===== src/rtl/nscc_pkg.sv =====
`timescale 1ns / 1ps
// nscc_pkg: shared types, NAL type constants and the header classifier
// for the NAL start code classifier. No dependencies.
package nscc_pkg;

   localparam int BYTE_W = 8;
   localparam int RUN_W  = 2;

   localparam logic [RUN_W-1:0] RUN_SAT = 2'd2;

   localparam logic [BYTE_W-1:0] BYTE_ZERO = 8'h00;
   localparam logic [BYTE_W-1:0] BYTE_ONE  = 8'h01;

   localparam logic [4:0] H264_PIC_MIN = 5'd1;
   localparam logic [4:0] H264_PIC_MAX = 5'd5;
   localparam logic [4:0] H264_IDR     = 5'd5;

   localparam logic [5:0] H265_PIC_MAX = 6'd31;
   localparam logic [5:0] H265_KEY_MIN = 6'd16;
   localparam logic [5:0] H265_KEY_MAX = 6'd23;

   typedef struct packed {
      logic [BYTE_W-1:0] data_byte;
      logic              sample_end;
   } beat_type;

   typedef struct packed {
      logic has_picture;
      logic has_keyframe;
   } flags_type;

   function automatic flags_type classify_header(logic h265, logic [BYTE_W-1:0] b);
      logic [5:0] t265;
      logic [4:0] t264;
      flags_type  f;
      t265 = b[6:1];
      t264 = b[4:0];
      if (h265) begin
         f.has_picture  = (t265 <= H265_PIC_MAX);
         f.has_keyframe = (t265 >= H265_KEY_MIN) && (t265 <= H265_KEY_MAX);
      end else begin
         f.has_picture  = (t264 >= H264_PIC_MIN) && (t264 <= H264_PIC_MAX);
         f.has_keyframe = (t264 == H264_IDR);
      end
      return f;
   endfunction

endpackage


===== src/rtl/nscc_scan.sv =====
`timescale 1ns / 1ps
// nscc_scan: zero-run tracker, header detection and sticky picture/keyframe flags.
// Depends on nscc_pkg.
module nscc_scan (
   input  logic                clock,
   input  logic                reset,
   input  logic                fire,
   input  nscc_pkg::beat_type  beat,
   input  logic                codec_is_h265,
   output nscc_pkg::flags_type flags
);
   import nscc_pkg::*;

   logic [RUN_W-1:0] zero_run_ff, zero_run_in;
   logic             hdr_exp_ff, hdr_exp_in;
   logic             pic_ff, pic_in;
   logic             key_ff, key_in;
   flags_type        cls;
   flags_type        acc;

   always_comb begin
      cls              = classify_header(codec_is_h265, beat.data_byte);
      acc.has_picture  = pic_ff | (hdr_exp_ff & cls.has_picture);
      acc.has_keyframe = key_ff | (hdr_exp_ff & cls.has_keyframe);
      flags            = acc;
   end

   always_comb begin
      zero_run_in = zero_run_ff;
      hdr_exp_in  = hdr_exp_ff;
      pic_in      = pic_ff;
      key_in      = key_ff;
      if (fire) begin
         pic_in = acc.has_picture;
         key_in = acc.has_keyframe;
         if (beat.data_byte == BYTE_ZERO) begin
            if (zero_run_ff < RUN_SAT) begin
               zero_run_in = zero_run_ff + RUN_W'(1);
            end
            hdr_exp_in = 1'b0;
         end else if ((beat.data_byte == BYTE_ONE) && (zero_run_ff >= RUN_SAT)) begin
            hdr_exp_in  = 1'b1;
            zero_run_in = '0;
         end else begin
            hdr_exp_in  = 1'b0;
            zero_run_in = '0;
         end
         if (beat.sample_end) begin
            zero_run_in = '0;
            hdr_exp_in  = 1'b0;
            pic_in      = 1'b0;
            key_in      = 1'b0;
         end
      end
   end

   always_ff @(posedge clock) begin
      if (reset) begin
         zero_run_ff <= '0;
         hdr_exp_ff  <= 1'b0;
         pic_ff      <= 1'b0;
         key_ff      <= 1'b0;
      end else begin
         zero_run_ff <= zero_run_in;
         hdr_exp_ff  <= hdr_exp_in;
         pic_ff      <= pic_in;
         key_ff      <= key_in;
      end
   end

endmodule


===== src/rtl/nscc_out_reg.sv =====
`timescale 1ns / 1ps
// nscc_out_reg: result register on the rsp_ channel, holds a beat while stalled.
// Depends on nscc_pkg.
module nscc_out_reg (
   input  logic                clock,
   input  logic                reset,
   input  logic                load,
   input  nscc_pkg::flags_type flags,
   input  logic                rsp_stall,
   output logic                rsp_valid,
   output logic                rsp_has_picture,
   output logic                rsp_has_keyframe,
   output logic                free
);
   import nscc_pkg::*;

   logic      valid_ff, valid_in;
   flags_type data_ff, data_in;

   always_comb begin
      free     = !valid_ff || !rsp_stall;
      valid_in = load ? 1'b1 : (valid_ff && rsp_stall);
      data_in  = load ? flags : data_ff;
   end

   always_ff @(posedge clock) begin
      if (reset) begin
         valid_ff <= 1'b0;
      end else begin
         valid_ff <= valid_in;
      end
   end

   always_ff @(posedge clock) begin
      data_ff <= data_in;
   end

   assign rsp_valid        = valid_ff;
   assign rsp_has_picture  = data_ff.has_picture;
   assign rsp_has_keyframe = data_ff.has_keyframe;

endmodule


===== src/rtl/nal_start_code_classifier_core.sv =====
`timescale 1ns / 1ps
// nal_start_code_classifier_core: top level of the NAL start code classifier.
// The result of a last-byte beat passes through the input register, then the result register, on its way to rsp_.
// Throughput: one byte per cycle; the input register and the result register
// decouple the channels, so only a stalled result on a last byte holds req_.
// Reset (synchronous, active high) clears the scan state, codec select and valids.
// Depends on nscc_pkg, nscc_scan and nscc_out_reg.
module nal_start_code_classifier_core (
   input  logic       clock,
   input  logic       reset,
   input  logic       req_valid,
   output logic       req_stall,
   input  logic [7:0] req_data_byte,
   input  logic       req_sample_end,
   output logic       rsp_valid,
   input  logic       rsp_stall,
   output logic       rsp_has_picture,
   output logic       rsp_has_keyframe,
   input  logic       csr_wr_en,
   input  logic       csr_wr_data
);
   import nscc_pkg::*;

   logic      codec_ff, codec_in;
   logic      s1_valid_ff, s1_valid_in;
   beat_type  s1_beat_ff, s1_beat_in;
   logic      req_accept;
   logic      s1_fire;
   logic      out_free;
   flags_type flags;

   always_comb begin
      codec_in    = csr_wr_en ? csr_wr_data : codec_ff;
      s1_fire     = s1_valid_ff && (!s1_beat_ff.sample_end || out_free);
      req_stall   = s1_valid_ff && !s1_fire;
      req_accept  = req_valid && !req_stall;
      s1_valid_in = req_accept || (s1_valid_ff && !s1_fire);
      s1_beat_in  = s1_beat_ff;
      if (req_accept) begin
         s1_beat_in.data_byte  = req_data_byte;
         s1_beat_in.sample_end = req_sample_end;
      end
   end

   always_ff @(posedge clock) begin
      if (reset) begin
         codec_ff    <= 1'b0;
         s1_valid_ff <= 1'b0;
      end else begin
         codec_ff    <= codec_in;
         s1_valid_ff <= s1_valid_in;
      end
   end

   always_ff @(posedge clock) begin
      s1_beat_ff <= s1_beat_in;
   end

   nscc_scan u_scan (
      .clock         (clock),
      .reset         (reset),
      .fire          (s1_fire),
      .beat          (s1_beat_ff),
      .codec_is_h265 (codec_ff),
      .flags         (flags)
   );

   nscc_out_reg u_out (
      .clock            (clock),
      .reset            (reset),
      .load             (s1_fire && s1_beat_ff.sample_end),
      .flags            (flags),
      .rsp_stall        (rsp_stall),
      .rsp_valid        (rsp_valid),
      .rsp_has_picture  (rsp_has_picture),
      .rsp_has_keyframe (rsp_has_keyframe),
      .free             (out_free)
   );

endmodule


===== config.mk =====
export PLATFORM = sky130hd
export DESIGN_NAME = nal_start_code_classifier_core
export DESIGN_NICKNAME = d
export VERILOG_FILES = /design/src/rtl/nscc_pkg.sv /design/src/rtl/nscc_scan.sv /design/src/rtl/nscc_out_reg.sv /design/src/rtl/nal_start_code_classifier_core.sv
export SDC_FILE = /design/constraint.sdc
export NUM_CORES = 1
export LEC_CHECK = 0
export CAP_MARGIN = 20
export CELL_PAD_IN_SITES_DETAIL_PLACEMENT = 0
export CELL_PAD_IN_SITES_GLOBAL_PLACEMENT = 1
export CORE_ASPECT_RATIO = 0.75
export CORE_MARGIN = 3
export CORE_UTILIZATION = 45
export CTS_BUF_LIST = sky130_fd_sc_hd__clkbuf_2
export CTS_CLUSTER_DIAMETER = 30
export DETAILED_ROUTE_END_ITERATION = 7
export DONT_BUFFER_PORTS = 1
export PLACE_DENSITY = 0.72
export SLEW_MARGIN = 5
export SYNTH_ARGS = -nofsm -noshare
export SYNTH_HDL_FRONTEND = slang
export SYNTH_SLANG_ARGS = --single-unit

===== constraint.sdc =====
create_clock -name clock -period 6.4 [get_ports clock]
set_clock_uncertainty 0.15 [all_clocks]
set_input_delay 0.32 -clock clock [delete_from_list [all_inputs] [get_ports clock]]
set_output_delay 0.32 -clock clock [all_outputs]
set_load 0.005 [all_outputs]

Word-level counts from Yosys, hierarchy flattened
Cells that the tools add are included.

$add $sub $neg: 1. $lt $le $gt $ge: 7. Eq/ne operators: 3. Mux-type cells: 10. Bitwise logic cells: 4. Reduce and logical (&&, ||, !) cells: 18.

Operators with widths (number): less-or-equal comparator 6 x 5 -> 1 bit (second input constant) (2); equality test 8 x 1 -> 1 bit (second input constant) (1); logical AND 1 bit (8); zero test 8 bit (1); two-way mux 2 bit (4); greater-or-equal comparator 6 x 5 -> 1 bit (second input constant) (1); two-way mux 1 bit (6); equality test 5 x 3 -> 1 bit (second input constant) (1); greater-or-equal comparator 5 x 1 -> 1 bit (second input constant) (1); less-or-equal comparator 5 x 3 -> 1 bit (second input constant) (1); zero test 1 bit (5); logical OR 1 bit (3); != test 3 bit (second input constant) (1); adder 2 x 1 -> 2 bit (second input constant) (1); AND 1 bit (2); greater-or-equal comparator 2 bit (second input constant) (1); less-than comparator 2 bit (second input constant) (1); OR 1 bit (2); AND reduction 2 bit (1).

Register bits after elaboration: 19. Bits of input ports: 15. Output and inout bits: 4. Logic and storage cells: 54.

Longest topological paths before layout
Depth in word-level cells: 9. Gate-level depth with buffers: 6.

Modules after synthesis
A second synthesis with hierarchy kept.

Cells, all modules: 63. Area, all modules: 769.5 µm².

By module, submodules not included: nal_start_code_classifier_core (times used 1, cells each 21, area each 372.9 µm², seq. area each 310.3 µm²); nscc_scan (times used 1, cells each 36, area each 304.0 µm², seq. area each 100.1 µm²); nscc_out_reg (times used 1, cells each 6, area each 92.6 µm², seq. area each 80.1 µm²).

Worst setup path before layout
OpenSTA, ideal clock, no wires.

Path type: reg2reg. Start: reg s1_beat_ff[0] in the netlist's numbering. End: reg u_scan.zero_run_ff[0]. Setup time: 0.074 ns. Data arrival time: 1.784 ns. Slack: 4.391 ns. Cell stages (with the launch flop): 5. Period minus slack after synthesis: 2.009 ns. Path through: edfxtp_1 or4_4 nor4b_4 or4b_1 a31oi_1.

Longest elaborated chain between the ends: 4.

RTL lines: from (decl) (RTL line nal_start_code_classifier_core.sv:26) `beat_type s1_beat_ff, s1_beat_in;`; from (signal assigned) (RTL line nal_start_code_classifier_core.sv:56) `s1_beat_ff <= s1_beat_in;`; zero test 1 bit (RTL line nal_start_code_classifier_core.sv:34) `s1_fire = s1_valid_ff && (!s1_beat_ff.sample_end || out_free);`; logical OR 1 bit (RTL line nal_start_code_classifier_core.sv:34); logical AND 1 bit (RTL line nal_start_code_classifier_core.sv:34); AND reduction 2 bit (no line); to (signal assigned) (RTL line nscc_scan.sv:64) `zero_run_ff <= zero_run_in;`; to (decl) (RTL line nscc_scan.sv:14) `logic [RUN_W-1:0] zero_run_ff, zero_run_in;`.

Several ways; a longest one is shown, not always the timed one. A chain may end at the register's enable or synchronous reset.

Worst setup path after layout
Ends and elaborated chain as after synthesis.

==> key figures <==
Power
  • Power, Total: 199.5 uW
  • Maximum resistive drop on vdd: 190.1 uV
  • Sw Pwr: 43.48 uW
  • Lkg Pwr: 0.0003474 uW
  • Share of power burned in registers: 0.695
  • Pint: 156.0 uW
  • Net switching fraction of the power: 0.2180
  • Power density of the placed cells: 210.6 mW/mm^2
  • Clock network power share: 0.243
  • Power share of the combinational group: 0.063

Drt
  • Routed wirelength normalized by instance count: 14.14 um
  • Number of DRC markers after the initial detailed-route iteration: 15
  • Total detailed-routing wirelength: 1428 um
  • Via density per instance: 5.277
  • Count of TritonRoute iterations in the first routing pass: 3
  • Number of nets still failing antenna checks after routing: 0
  • Met3 routed WL: 92 um
  • Highest signal layer in the routed design: met3
  • Met2 wire length: 651 um
  • DRC violation count after routing: 0
  • Routed length on met1: 684 um
  • Vias: 533

Clock tree
  • Max Buffers Root-to-Sink: 2
  • Clock tree root driver cell: sky130_fd_sc_hd__clkbuf_2
  • Number of buffers inserted by post-CTS setup repair: 0
  • TritonCTS clock tree: done
  • Later-pin clock latency in the skew report: 0.30 ns
  • Clock-pin slew reported for the worst setup and hold paths after clock tree synthesis: 0.16 ns
  • Number of clock sinks seen by CTS: 19
  • Inserted Clock Buffers: 3
  • H-tree lvl count: 1

GRT
  • Pin count of the biggest net entering global routing: 12
  • Antenna violations before repair: 0
  • Wire length of the first global-routing pass: 2511 um
  • Global-route congestion overflow total: 0
  • Via count of the first global-routing pass: 569
  • Total Routing Usage GR: 0.1592

Synthesis
  • Top post-synthesis cells by area: sky130_fd_sc_hd__edfxtp_1 42%, sky130_fd_sc_hd__dfxtp_1 20%, sky130_fd_sc_hd__nor3_1 3.2%, sky130_fd_sc_hd__nor4b_4 3.0%, sky130_fd_sc_hd__nand2_1 2.8%
  • Average cell area after synthesis: 12.17 sq um
  • Fraction of post-synthesis cell area in the top cell type by area: 0.4177
  • Post-synthesis instance area: 790.8 sq um
  • Cell accounting for the most synthesized area: sky130_fd_sc_hd__edfxtp_1
  • Synth Warn #: 0
  • Synthesized net count: 81
  • Proportion of synthesized chip area in sequential cells: 0.6203
  • Cell count after synthesis: 65
  • Synth cell types: 28
  • Number of flip-flops and latches in the synthesized netlist: 19

Flow run
  • Max-cap violations: 0

Timing
  • Setup repair after global routing missed its margin: false
  • Slew at the pin closest to its max-slew limit: 0.6917 ns
  • Summed negative setup slack over all endpoints: 0 ns
  • # setup viols final: 0
  • Crit share post-route: 0.3328
  • Timing-limited maximum frequency: 469.5 MHz
  • Final worst setup slack: 4.270 ns
  • Period minus WS final: 2.130 ns
  • Relative slew slack: 0.5379
  • Final hold violation count: 0
  • Max-slew violation total from the final report: 0

Critical path
  • CP max stage delay: 0.53 ns
  • Data required time at the worst endpoint: 6.49 ns
  • CP Capture Type: register
  • Crit-path cells: or4_4 -> nor4b_4 -> or4b_1 -> a31oi_1
  • Data arrival, critical path: 2.22 ns
  • Type of element launching the critical path: register
  • Type of the worst setup path: reg2reg
  • Crit-path slowest cell: sky130_fd_sc_hd__or4_4
  • CP delay by family, top: simple AND/OR/NAND/NOR gates
  • Register-to-register setup slack: 4.27 ns
  • Number of buffers and inverters on the critical path: 0
  • Top fanout value on the critical path: 5

Floorplanning
  • Die Y: 42.31 um
  • Die area: 0.002302 sq mm
  • Starting density of the core: 0.5064
  • Io pins: 19
  • Core area: 0.001562 sq mm
  • Floorplan row count: 12
  • X dimension of the die: 54.41 um

Place
  • Post-Place Cell Area: 817.0 sq um
  • Dpl hpwl: 977.9 um
  • Final weighted congestion in routability-driven placement: 0.7460
  • Number of port buffers: 0
  • Worst slack at placement: 4.292 ns

Finish
  • Number of filler cells placed in the layout: 138
  • Area Growth Syn to Fin: 19.78%
  • Layout Cell Area excl Fill: 947.2 sq um
  • Share of cells above drive strength 1: 0.1125
  • Final-stage net count: 97
  • Number of antenna diodes: 0

Status
  • Outcome: completed

Hold path
  • Hold Path Class: in2reg
[logic make-up (layout without fill, tap and decap cells)]
group / after synthesis / in the layout / synth area share
AO/OA/AOI/OAI: 10 / 10 / 0.08386
adder cells (fa/ha/maj): 1 / 1 / 0.01582
buffers and inverters: 3 / 18 / 0.01424
flip-flops: 19 / 19 / 0.6203
multiplexers: 1 / 1 / 0.01266
AND/OR/NAND/NOR: 31 / 31 / 0.2532
[layer usage]
layer,up-vias,GRT usage
met2,18,0.2411
met3,0,0.07829
met1,241,0.2050
li1,274,-
met5,-,0
met4,0,0.02985
[what timing repair did]
action	CTS	global route
gates resized for setup	0	0
endpoints found under the hold margin	16	0
hold buffers	11	0
[per-stage QoR]
stage	instances	util	hold WS, ns
6_report	101	0.6066	0.01800
5_1_grt	101	0.6066	0.002786
4_1_cts	101	0.6066	0.01957
3_5_place_dp	86	0.5232	0.2432
3_3_place_gp	86	0.5232	0.2418
2_1_floorplan	65	-	0.2391
[sequential cells by signal, indices dropped and copies added, names as in the netlist]
name and cells:
u_scan.zero_run_ff 2, u_scan.pic_ff 1, u_out.rsp_valid 1, u_scan.hdr_exp_ff 1, u_scan.key_ff 1, s1_valid_ff 1
s1_beat_ff 9, codec_ff 1, u_out.rsp_has_picture 1, u_out.rsp_has_keyframe 1
[cell usage in the layout (no fill, tap or decap), types with 2 or more instances in the layout]
master                           n
sky130_fd_sc_hd__dlygate4sd3_1  11
sky130_fd_sc_hd__edfxtp_1       11
sky130_fd_sc_hd__dfxtp_1         8
sky130_fd_sc_hd__nand2_1         6
sky130_fd_sc_hd__nor3_1          5
sky130_fd_sc_hd__nor2_1          4
sky130_fd_sc_hd__a21oi_1         4
sky130_fd_sc_hd__inv_1           3
sky130_fd_sc_hd__clkbuf_2        3
sky130_fd_sc_hd__nor2b_1         2
sky130_fd_sc_hd__nand3_1         2
sky130_fd_sc_hd__a31oi_1         2
[path summary, 6_finish.rpt]
| kind | start | to | depth (start not counted) |
|---|---|---|---|
| worst max register to register | s1_beat_ff[0] | u_scan.zero_run_ff[0] | 4 |
| worst min register to register | u_scan.hdr_exp_ff | u_scan.hdr_exp_ff | 2 |
| worst min-delay path | csr_wr_data | codec_ff | 2 |
| worst max-delay path | s1_beat_ff[0] | u_scan.zero_run_ff[0] | 4 |
[worst reg2reg max path, stage by stage (launching register included)]
cell and delay, ns:
sky130_fd_sc_hd__edfxtp_1 0.48, sky130_fd_sc_hd__or4_4 0.53, sky130_fd_sc_hd__nor4b_4 0.30, sky130_fd_sc_hd__or4b_1 0.45, sky130_fd_sc_hd__a31oi_1 0.16
[cells in the mapped netlist]
library cell	number
sky130_fd_sc_hd__a2111o_1	1
sky130_fd_sc_hd__a21o_1	1
sky130_fd_sc_hd__a21oi_1	4
sky130_fd_sc_hd__a31oi_1	2
sky130_fd_sc_hd__and2b_2	1
sky130_fd_sc_hd__and3_2	1
sky130_fd_sc_hd__and3b_1	1
sky130_fd_sc_hd__and4b_1	1
sky130_fd_sc_hd__dfxtp_1	8
sky130_fd_sc_hd__edfxtp_1	11
sky130_fd_sc_hd__ha_1	1
sky130_fd_sc_hd__inv_1	3
sky130_fd_sc_hd__mux2i_1	1
sky130_fd_sc_hd__nand2_1	6
sky130_fd_sc_hd__nand2b_1	1
sky130_fd_sc_hd__nand3_1	2
sky130_fd_sc_hd__nand3b_1	1
sky130_fd_sc_hd__nand4_1	1
sky130_fd_sc_hd__nor2_1	4
sky130_fd_sc_hd__nor2b_1	2
sky130_fd_sc_hd__nor3_1	5
sky130_fd_sc_hd__nor4_1	1
sky130_fd_sc_hd__nor4b_1	1
sky130_fd_sc_hd__nor4b_4	1
sky130_fd_sc_hd__o21ai_0	1
sky130_fd_sc_hd__o21ba_2	1
sky130_fd_sc_hd__or4_4	1
sky130_fd_sc_hd__or4b_1	1
[power by group through the flow]
| stage | Clock (uW) | Sequential [uW] | Combinational, uW |
|---|---|---|---|
| floorplan | 0 | 140 | 5.67 |
| global placement | 0 | 141 | 6.50 |
| detailed placement | 0 | 141 | 6.42 |
| CTS | 50.4 | 138 | 12.2 |
| global route | 55.4 | 139 | 14.1 |
| finish | 48.4 | 139 | 12.5 |
[final cells by class]
cell class,instances,area (sq um),share of cell area
Sequential cell,19,490.5,0.5178
Multi-Input combinational cell,43,289.0,0.3052
Timing Repair Buffer,11,110.1,0.1162
Tap cell,21,26.28,0.02774
Clock buffer,3,15.01,0.01585
Inverter,3,11.26,0.01189
Clock inverter,1,5.005,0.005284
(Power assumes the default switching activity.)
